[src/rtl/brb_pkg.sv]
// ----------------------------------------------------------------------------
// brb_pkg
// Shared widths, operation codes and defaults for the burst byte ring buffer.
// ----------------------------------------------------------------------------
package brb_pkg;

  localparam int unsigned CntW  = 13;  // byte counts and capacity
  localparam int unsigned OpW   = 3;
  localparam int unsigned DataW = 8;
  localparam int unsigned PctW  = 7;   // fill percent, 0 to 100
  localparam int unsigned StepW = $clog2(PctW);
  // Holds the largest fill count times the percent scale.
  localparam int unsigned DivW  = 20;

  localparam int unsigned PctScale   = 100;
  localparam int unsigned DefDepth   = 4096;
  localparam int unsigned DefMaxRead = 64;

  typedef logic [CntW-1:0] cnt_t;

  localparam logic [OpW-1:0] OP_WRITE  = OpW'(0);
  localparam logic [OpW-1:0] OP_READ   = OpW'(1);
  localparam logic [OpW-1:0] OP_PEEK   = OpW'(2);
  localparam logic [OpW-1:0] OP_CLEAR  = OpW'(3);
  localparam logic [OpW-1:0] OP_STATUS = OpW'(4);

endpackage

[src/rtl/brb_pct_div.sv]
// ----------------------------------------------------------------------------
// brb_pct_div
// Restoring divider that yields the fill percent one quotient bit per cycle.
// ----------------------------------------------------------------------------
module brb_pct_div (
  input  logic                       clk_i,
  input  logic                       rst_ni,
  input  logic                       start_i,
  input  logic [brb_pkg::DivW-1:0]   dividend_i,
  input  brb_pkg::cnt_t              divisor_i,
  output logic                       done_o,
  output logic [brb_pkg::PctW-1:0]   quot_o
);
  import brb_pkg::*;

  logic              busy_q;
  logic [StepW-1:0]  step_q;
  logic [DivW-1:0]   rem_q;
  logic [PctW-1:0]   quot_q;
  cnt_t              div_q;
  logic              zero_q;
  logic [DivW-1:0]   trial;
  logic              fits;

  // The quotient never exceeds 100, so seven shifted trial subtractions suffice.
  assign trial  = DivW'(div_q) << step_q;
  assign fits   = rem_q >= trial;
  assign done_o = busy_q && (step_q == '0);
  assign quot_o = zero_q ? '0 : quot_q;

  always_ff @(posedge clk_i or negedge rst_ni) begin
    if (!rst_ni) begin
      busy_q <= 1'b0;
      step_q <= '0;
    end else if (start_i) begin
      busy_q <= 1'b1;
      step_q <= StepW'(PctW - 1);
    end else if (busy_q) begin
      if (step_q == '0) begin
        busy_q <= 1'b0;
      end else begin
        step_q <= step_q - StepW'(1);
      end
    end
  end

  always_ff @(posedge clk_i) begin
    if (start_i) begin
      rem_q  <= dividend_i;
      quot_q <= '0;
      div_q  <= divisor_i;
      zero_q <= (divisor_i == '0);
    end else if (busy_q && fits) begin
      rem_q          <= rem_q - trial;
      quot_q[step_q] <= 1'b1;
    end
  end

endmodule
[config.mk]
export PLATFORM = sky130hd
export DESIGN_NAME = brb_pct_div
export DESIGN_NICKNAME = d
export VERILOG_FILES = /design/src/rtl/brb_pkg.sv /design/src/rtl/brb_pct_div.sv
export SDC_FILE = /design/constraint.sdc
export NUM_CORES = 1
export LEC_CHECK = 0
export ABC_AREA = 1
export BUFFER_PORTS_ARGS = -buffer_cell sky130_fd_sc_hd__buf_2
export CORE_ASPECT_RATIO = 0.8
export CORE_MARGIN = 1
export CORE_UTILIZATION = 50
export DETAILED_ROUTE_END_ITERATION = 8
export PLACE_DENSITY_LB_ADDON = 0.1
export SLEW_MARGIN = 0
export SYNTH_ARGS = -nofsm -noshare
export SYNTH_HDL_FRONTEND = slang
export SYNTH_SLANG_ARGS = --single-unit
[constraint.sdc]
create_clock -name clk_i -period 3.31 [get_ports clk_i]
set_input_delay 0.662 -clock clk_i [delete_from_list [all_inputs] [get_ports clk_i]]
set_output_delay 0.662 -clock clk_i [all_outputs]
set_load 0.02 [all_outputs]
==> results of run 1 <==
[kinds of logic after synthesis]
| kind of cell | Yosys count | share of synthesized area (%) |
|---|---|---|
| simple gates | 296 | 36.5 |
| buf+inv | 70 | 7.67 |
| compound gates | 65 | 9.90 |
| flops | 45 | 36.1 |
| fa+ha+maj | 23 | 8.46 |
| xor+xnor | 3 | 0.753 |
| mux | 2 | 0.574 |
[worst max-delay path by stage]
stage,slack [ns],cells after the start,endpoint
2_1_floorplan,0.36,13,rem_q[0]$_DFFE_PP_
3_3_place_gp,0.13,14,rem_q[3]$_DFFE_PP_
3_5_place_dp,0.10,14,rem_q[2]$_DFFE_PP_
4_1_cts,0.09,14,rem_q[2]$_DFFE_PP_
5_1_grt,0.004,17,rem_q[2]$_DFFE_PP_
6_report,0.20,14,rem_q[1]$_DFFE_PP_
[sequential cells by signal (all words and copies together), names as in the netlist]
name	cells
busy_q	1
div_q	13
quot_q	7
rem_q	20
step_q	3
zero_q	1
[through the flow]
step,instance area [um^2],cells
6_report,3920,631
5_1_grt,3920,631
4_1_cts,3900,631
3_5_place_dp,3800,623
3_3_place_gp,3800,623
2_1_floorplan,3490,504
[cells in the mapped netlist (all sizes together)]
| cell | n |
|---|---|
| or4 | 1 |
| o21ai | 31 |
| or2 | 7 |
| nor3 | 2 |
| xor2 | 2 |
| clkbuf | 11 |
| nand3b | 8 |
| dfrtp | 4 |
| o21bai | 3 |
| nand3 | 41 |
| and2 | 1 |
| nand2 | 187 |
| clkinv | 1 |
| ha | 22 |
| mux2i | 2 |
| edfxtp | 34 |
| fa | 1 |
| a21o | 2 |
| a21oi | 24 |
| nor2 | 41 |
| nor4 | 5 |
| o31ai | 1 |
| buf | 4 |
| o22ai | 1 |
| xnor2 | 1 |
| inv | 54 |
| dfxtp | 7 |
| nand4 | 3 |
| a31oi | 3 |
[metal layers]
metal,routed length (um),vias up
met1,4320,1460
li1,-,1738
met4,85,0
met2,3750,128
met5,0,-
met3,541,8
[final cells by class]
class	count	area, um^2
well taps	84	105
flip-flops and latches	45	1260
repair buffers	50	275
clock buffers	7	97.6
fillers	647	2650
clock inverters	1	5.00
multi-input cells	389	1970
inverters	55	210
==> results.ini, run 1 <==
[place]
numPortBuffers=43
dpl_worst_slack_ns=0.102
routabilityCongestion=0.969
dp_hpwl_mm=6.78

[worst_setup_path]
cp-end-kind=flip-flop
crit_fanout=21
r2r_setup_slack_ns=0.20
path_cells=clkinvlp_4, nand3_1, o21ai_0, or2_2, ha_1, nand2_1, nand3_2, nand3_1, nand3_1, nand2_1, nand2_2, nand2_1, nand2_1, buf_8
timing.critical_path.buf_inv=2
critPathLaunch=step_q[1]$_DFFE_PN0P_
cp.arrival_ns=3.12
cpMostUsedCell=nand2_1
critPathMaxStageDelay_ns=0.40
path_delay_family=simple AND/OR/NAND/NOR gates
crit_required_ns=3.32
r2r_end=rem_q[1]$_DFFE_PP_
worst-r2r-cell-count=14
worstSetupPathType=flip-flop to flip-flop
reg2reg_from=step_q[1]$_DFFE_PN0P_
cpMaxStageDelayCell=dfrtp_1
start_kind=flip-flop

[global_routing]
grt_util_met1_pct=37.3
grt_start_max_net_pins=49
grt_use_met2_pct=37.7
grt.busiest_layer=met2
antenna_found_initial=0
grt_pass1_vias=2872
gr-usage-all-layers_pct=24.7
grt_pass1_wl_mm=13.9
grt_overflow=0
grt_util_met3_pct=3.17

[sta]
relSlewSlack_pct=56.8
slew_viol_final=0
fin_crit_ns=3.11
worst_slew_pin_slew_ns=0.644
whs_ns=0.154
finalSetupViolCount=0
fmax_mhz=322
hold_viol_final=0
setup_tns_ns=0
fin_ws_ns=0.202
grt_setup_unrepaired=true
skew_ns=0.0109
period_share_pct=93.9

[cts]
cts.htree.levels=2
clkTransAtPathRegs_ns=0.09
cts_tree=yes
clock_latency_ns=0.30
cts_resized=0
cts_setup_buffers=0
cts_buffer_depth=2
cts_hold_buf=0
cts-root-buf=clkbuf_8
clock_sinks=45
cts-buffers-inserted=5

[routing]
wl_mm=8.70
dr.pass1.iters=5
avgViaCountPerCell=5.28
drtIter0Drc=213
wire_per_inst_um=13.8
drcViolationCount=0
postRouteAntennaNets=0
dr_total_vias=3334

[final_layout]
utilization_pct=59.7
diodes=0
mostFrequentLayoutCell=nand2_1
fin_nets=605
drive_above_1_share_pct=14.3
final_cell_mix=nand2_1 (182), inv_1 (53), buf_2 (43)
syn_to_final_growth_pct=12.4

[die]
die_height_um=76.7
die_w_um=95.4
rows=26
floorplan.initialDensity_pct=53.1
fp.coreArea_um2=6570
dieArea_um2=7320
io_pins=44

[yosys]
synth.ff_latch_count=45
synth_top_area_share_pct=29.3
yosysWarnings=0
netlist_top_cells_area=edfxtp_1 (29%), nand2_1 (20%), ha_1 (7.9%)
syn_area_um2=3490
syn-num-nets=563
syn_avg_cell_area_um2=6.92
postSynthCellCount=504
synth_seq_area_share_pct=36.1
synth_cell_types=34
yosysTopAreaCell=edfxtp_1

[run_status]
status=completed

[run]
drv_cap=0

[hold_path]
hold_class=input port to asynchronous set/reset pin

Power of run 1 is not shown: default switching activity piles up to over one toggle a cycle in this logic, so the estimate is an artifact.
==> inputs of run 2 (changes only) <==
--- a/config.mk
+++ b/config.mk
@@ -11,7 +11,7 @@
 export CORE_MARGIN = 1
 export CORE_UTILIZATION = 50
 export DETAILED_ROUTE_END_ITERATION = 8
-export PLACE_DENSITY_LB_ADDON = 0.1
+export PLACE_DENSITY_LB_ADDON = 0.15
 export SLEW_MARGIN = 0
 export SYNTH_ARGS = -nofsm -noshare
 export SYNTH_HDL_FRONTEND = slang
==> run 2 against run 1 <==
  * Register-to-register slack better by 0.04 ns
  * Worst hold slack worse by 0.0057 ns
  * Die area unchanged
  * Clock-buffer cell count unchanged
  * Cell count up 0.48%
  * Sequential share of layout area down 0.43 points
  * Wire length down 1.6%
  * Critical path type unchanged
==> results.ini, run 2 (synthesis gave the netlist of run 1 again) <==
[run_status]
status=completed

[worst_setup_path]
worstSetupPathType=flip-flop to flip-flop
cpMaxStageDelayCell=dfrtp_1
start_kind=flip-flop
cp-end-kind=flip-flop
crit_required_ns=3.34  ; +0.02 ns
cp.arrival_ns=3.10  ; -0.02 ns
timing.critical_path.buf_inv=2  ; unchanged
path_delay_family=simple AND/OR/NAND/NOR gates
path_cells=buf_6, o21ai_1, o21ai_0, or2_2, ha_1, nand2_2, nor2_1, nand2_1, nor3_2, nor2_1, nand2_4, nand2_1, nand2_2, buf_4
critPathMaxStageDelay_ns=0.44  ; +0.04 ns
crit_fanout=20  ; -4.8%

[cts]
clkTransAtPathRegs_ns=0.09  ; about the same
cts.htree.levels=2  ; unchanged
cts-root-buf=clkbuf_8
clock_latency_ns=0.30  ; about the same
cts_tree=yes
cts_buffer_depth=2  ; unchanged
clock_sinks=45  ; unchanged
cts-buffers-inserted=5  ; unchanged

[final_layout]
utilization_pct=60.5  ; +0.82 points
final_cell_mix=nand2_1 (181), inv_1 (52), buf_2 (44)
drive_above_1_share_pct=14.9  ; +0.65 points
regMostFlops=rem_q
diodes=0  ; unchanged
reg_top3=rem_q: 20 flops, div_q: 13 flops, quot_q: 7 flops
syn_to_final_growth_pct=14.0
mostFrequentLayoutCell=nand2_1
largest_reg_flops=20  ; unchanged
finalInstanceArea_um2=3980  ; +1.4%
fin_nets=608  ; +0.50%

[sta]
skew_ns=0.00628  ; -0.00464 ns
relSlewSlack_pct=54.2  ; -2.6 points
fin_crit_ns=3.07  ; -0.0364 ns
finalSetupViolCount=0  ; unchanged
fin_ws_ns=0.238  ; +0.0364 ns
slew_viol_final=0  ; unchanged
setup_tns_ns=0  ; unchanged
period_share_pct=92.8  ; -1.1 points
worst_slew_pin_slew_ns=0.682  ; +0.0381 ns
grt_setup_unrepaired=false
hold_viol_final=0  ; unchanged
fmax_mhz=326  ; +1.2%

[routing]
dr.pass1.iters=5  ; unchanged
drtIter0Drc=221  ; +3.8%
wire_per_inst_um=13.5  ; -2.0%
drcViolationCount=0  ; unchanged
postRouteAntennaNets=0  ; unchanged
wl_mm=8.57  ; -1.6%
avgViaCountPerCell=5.34  ; +1.1%
dr_total_vias=3386  ; +1.6%

[die]
dieArea_um2=7320  ; unchanged
rows=26  ; unchanged
floorplan.initialDensity_pct=53.1  ; unchanged
die_height_um=76.7  ; unchanged
die_w_um=95.4  ; unchanged
io_pins=44  ; unchanged
fp.coreArea_um2=6570  ; unchanged

[place]
dpl_worst_slack_ns=0.176  ; +0.0748 ns
place_area_um2=3800  ; unchanged
dp_hpwl_mm=6.56  ; -3.2%
numPortBuffers=43  ; unchanged
routabilityCongestion=0.947  ; -2.2%

[global_routing]
grt_pass1_vias=2922  ; +1.7%
grt_overflow=0  ; unchanged
grt_pass1_wl_mm=13.6  ; -2.0%
gr-usage-all-layers_pct=23.9  ; -0.75 points
grt_start_max_net_pins=49  ; unchanged
antenna_found_initial=0  ; unchanged

[hold_path]
hold_class=input port to asynchronous set/reset pin

[run]
drv_cap=0  ; unchanged

==> run 2: worst register-to-register path, cell delays in order (launching register included) <==
cell     delay, ns
dfrtp_1       0.44
buf_6         0.19
o21ai_1       0.24
o21ai_0       0.14
or2_2         0.30
ha_1          0.38
nand2_2       0.11
nor2_1        0.20
nand2_1       0.10
nor3_2        0.11
nor2_1        0.09
nand2_4       0.11
nand2_1       0.08
nand2_2       0.13
buf_4         0.19
==> run 2: stage by stage <==
step / std cells / hold slack [ns]
after global routing: 634 / 0.143
after floorplan: 504 / 0.366
after global placement: 623 / 0.445
after CTS: 631 / 0.142
final: 634 / 0.149
after detailed placement: 623 / 0.451
==> run 2: layout make-up <==
class	instances	area (um^2)
Clock buffer	7	119
Sequential cell	45	1260
Multi-Input combinational cell	389	1970
Inverter	55	214
Tap cell	84	105
Fill cell	600	2590
Clock inverter	1	5.00
Timing Repair Buffer	53	303
==> run 2: metal layers <==
layer / track usage, % / wire [um]
met5: 0 / 0
met4: 4.63 / 85
met3: 4.37 / 644
met2: 36.6 / 3740
met1: 35.3 / 4100
==> run 2: worst paths after layout <==
path | from | endpoint | slack, ns | depth (start not counted)
setup / recovery | step_q[0]$_DFFE_PN0P_ | rem_q[18]$_DFFE_PP_ | 0.24 | 14
hold reg to reg | quot_q[1]$_SDFFE_PP0P_ | quot_q[1]$_SDFFE_PP0P_ | 0.46 | 2
hold / removal | rst_ni | step_q[0]$_DFFE_PN0P_ | 0.15 | 1
min in group clk_i | quot_q[1]$_SDFFE_PP0P_ | quot_q[1]$_SDFFE_PP0P_ | 0.46 | 2
setup reg to reg | step_q[0]$_DFFE_PN0P_ | rem_q[18]$_DFFE_PP_ | 0.24 | 14
max in group asynchronous | rst_ni | busy_q$_DFF_PN0_ | 3.04 | 1
==> run 2: timing repair <==
action / in CTS / in global routing
setup buffers: 0 / 2
endpoints found under the setup margin: 0 / 20
hold buffers: 0 / 0
endpoints found under the hold margin: 0 / 0
resized for setup: 0 / 15
Power of run 2 is left out for the same reason.
==> inputs of run 3 (changes only) <==
--- a/config.mk
+++ b/config.mk
@@ -7,6 +7,7 @@
 export LEC_CHECK = 0
 export ABC_AREA = 1
 export BUFFER_PORTS_ARGS = -buffer_cell sky130_fd_sc_hd__buf_2
+export CAP_MARGIN = 10
 export CORE_ASPECT_RATIO = 0.8
 export CORE_MARGIN = 1
 export CORE_UTILIZATION = 50
==> constraint.sdc (replaced) <==
create_clock -name clk_i -period 3.8 [get_ports clk_i]
set_input_delay 0.76 -clock clk_i [delete_from_list [all_inputs] [get_ports clk_i]]
set_output_delay 0.76 -clock clk_i [all_outputs]
set_load 0.02 [all_outputs]
==> run 3 against run 2 <==
  * Clock-buffer cell count did not move
  * Clock skew rose by 0.0027 ns
  * Die area did not move
  * Core utilization fell by 1.6 points
  * Sequential share of layout area rose by 0.85 points
  * Critical path depth did not move
  * Setup slack improved by 0.16 ns
  * Non-clock buffer count fell by 7
  * Register-to-register slack improved by 0.16 ns
==> results.ini, run 3 (synthesis gave the netlist of run 1 again) <==
[run_status]
status=completed

[sta]
skew_ns=0.00897  ; +0.00269 ns
period_share_pct=89.5  ; -3.3 points
worst_slew_pin_slew_ns=0.655  ; -0.0273 ns
relSlewSlack_pct=56.1  ; +1.8 points
setup_tns_ns=0  ; unchanged
grt_setup_unrepaired=false
slew_viol_final=0  ; unchanged
finalSetupViolCount=0  ; unchanged
fmax_mhz=294  ; -9.7%
fin_ws_ns=0.398  ; +0.160 ns
hold_viol_final=0  ; unchanged
fin_crit_ns=3.40  ; +0.330 ns

[routing]
avgViaCountPerCell=5.27  ; -1.2%
wire_per_inst_um=13.7  ; +1.3%
drtIter0Drc=322  ; +46%
wl_mm=8.58  ; +0.14%
dr.pass1.iters=5  ; unchanged
dr_total_vias=3307  ; -2.3%
drcViolationCount=0  ; unchanged
postRouteAntennaNets=0  ; unchanged

[worst_setup_path]
crit_fanout=21  ; +5.0%
r2r_setup_slack_ns=0.40  ; +0.16 ns
critPathMaxStageDelay_ns=0.58  ; +0.14 ns
worstSetupPathType=flip-flop to flip-flop
crit_required_ns=3.78  ; +0.44 ns
worst-r2r-cell-count=14  ; unchanged
cpMaxStageDelayCell=dfrtp_1
crit_end=rem_q[7]$_DFFE_PP_
cpMostUsedCell=nand3_1
r2r_end=rem_q[7]$_DFFE_PP_
critPathLaunch=step_q[1]$_DFFE_PN0P_
start_kind=flip-flop
cp.arrival_ns=3.39  ; +0.29 ns
cp-end-kind=flip-flop
reg2reg_from=step_q[1]$_DFFE_PN0P_
path_cells=inv_1, nand3_1, o21ai_0, or2_2, ha_1, nand3_1, nand3_2, nand3_1, nand3_1, nand2_1, nand2_2, nand2_1, nand2_1, buf_4

[global_routing]
antenna_found_initial=0  ; unchanged
grt_use_met2_pct=36.3  ; -0.29 points
grt.busiest_layer=met2
grt_pass1_vias=2791  ; -4.5%
grt_util_met1_pct=36.0  ; +0.72 points
grt_util_met3_pct=3.57  ; -0.79 points
grt_start_max_net_pins=49  ; unchanged
grt_pass1_wl_mm=13.5  ; -0.91%
gr-usage-all-layers_pct=24.1  ; +0.17 points
grt_overflow=0  ; unchanged

[cts]
cts-root-buf=clkbuf_8
cts_hold_buf=0  ; unchanged
cts_setup_buffers=0  ; unchanged
clock_latency_ns=0.31  ; about the same
cts-buffers-inserted=5  ; unchanged
cts_tree=yes
clock_sinks=45  ; unchanged
cts.htree.levels=2  ; unchanged
clkTransAtPathRegs_ns=0.09  ; about the same
cts_resized=0  ; unchanged
cts_buffer_depth=2  ; unchanged

[final_layout]
multi_input_area_um2=1960  ; -0.51%
final_cell_mix=nand2_1 (182), inv_1 (54), buf_2 (43)
mostFrequentLayoutCell=nand2_1
drive_above_1_share_pct=12.9  ; -2.0 points
largest_reg_flops=20  ; unchanged
syn_to_final_growth_pct=11.0
fill_cells=623  ; +3.8%
regMostFlops=rem_q
finalInstanceArea_um2=3870  ; -2.6%
seqCellArea_um2=1260  ; unchanged
diodes=0  ; unchanged
reg_top3=rem_q: 20 flops, div_q: 13 flops, quot_q: 7 flops
fin_nets=601  ; -1.2%

[hold_path]
hold_class=input port to asynchronous set/reset pin

[die]
fp.coreArea_um2=6570  ; unchanged
die_height_um=76.7  ; unchanged
die_w_um=95.4  ; unchanged
floorplan.initialDensity_pct=53.1  ; unchanged
dieArea_um2=7320  ; unchanged
rows=26  ; unchanged
io_pins=44  ; unchanged

[place]
dpl_worst_slack_ns=0.477  ; +0.300 ns
numPortBuffers=43  ; unchanged
place_area_um2=3770  ; -0.79%
routabilityCongestion=0.933  ; -1.6%
dp_hpwl_mm=6.55  ; -0.16%

[run]
drv_cap=0  ; unchanged

## run 3: how the worst min path moves through the flow
| stage | from | depth (start not counted) | slack [ns] | to |
|---|---|---|---|---|
| after floorplan | quot_q[0]$_SDFFE_PP0P_ | 2 | 0.44 | quot_q[0]$_SDFFE_PP0P_ |
| after global routing | rst_ni | 1 | 0.24 | busy_q$_DFF_PN0_ |
| after global placement | quot_q[5]$_SDFFE_PP0P_ | 2 | 0.44 | quot_q[5]$_SDFFE_PP0P_ |
| after detailed placement | quot_q[6]$_SDFFE_PP0P_ | 2 | 0.45 | quot_q[6]$_SDFFE_PP0P_ |
| final | rst_ni | 1 | 0.24 | busy_q$_DFF_PN0_ |
| after CTS | rst_ni | 1 | 0.23 | busy_q$_DFF_PN0_ |
## run 3: worst max-delay path: cells and delay by family (launching register included)
family	cells	cell delay, ns
buffers and inverters	2	0.68
AO/OA/AOI/OAI	1	0.13
AND/OR/NAND/NOR	10	1.30
adder cells (fa/ha/maj)	1	0.39
flip-flops	1	0.58
## run 3: final cells by class
cell class	count	area share, %
clock inverter	1	0.129
tap	84	2.71
inverter	55	5.33
timing repair buffer	46	6.14
sequential	45	32.6
multi-input combinational	389	50.6
clock buffer	7	2.52
## run 3: through the flow
stage,hold slack (ns),util (%),cells
final,0.241,58.9,627
after global routing,0.244,58.9,627
after CTS,0.234,58.9,627
after detailed placement,0.452,57.4,619
after global placement,0.444,57.4,619
after floorplan,0.436,-,504
## run 3: per-layer routing
metal	vias up	share of wire, %
li1	1730	-
met1	1449	49
met2	119	44
met3	9	6.1
met4	0	0.94
met5	-	0
Power of run 3 is left out for the same reason.
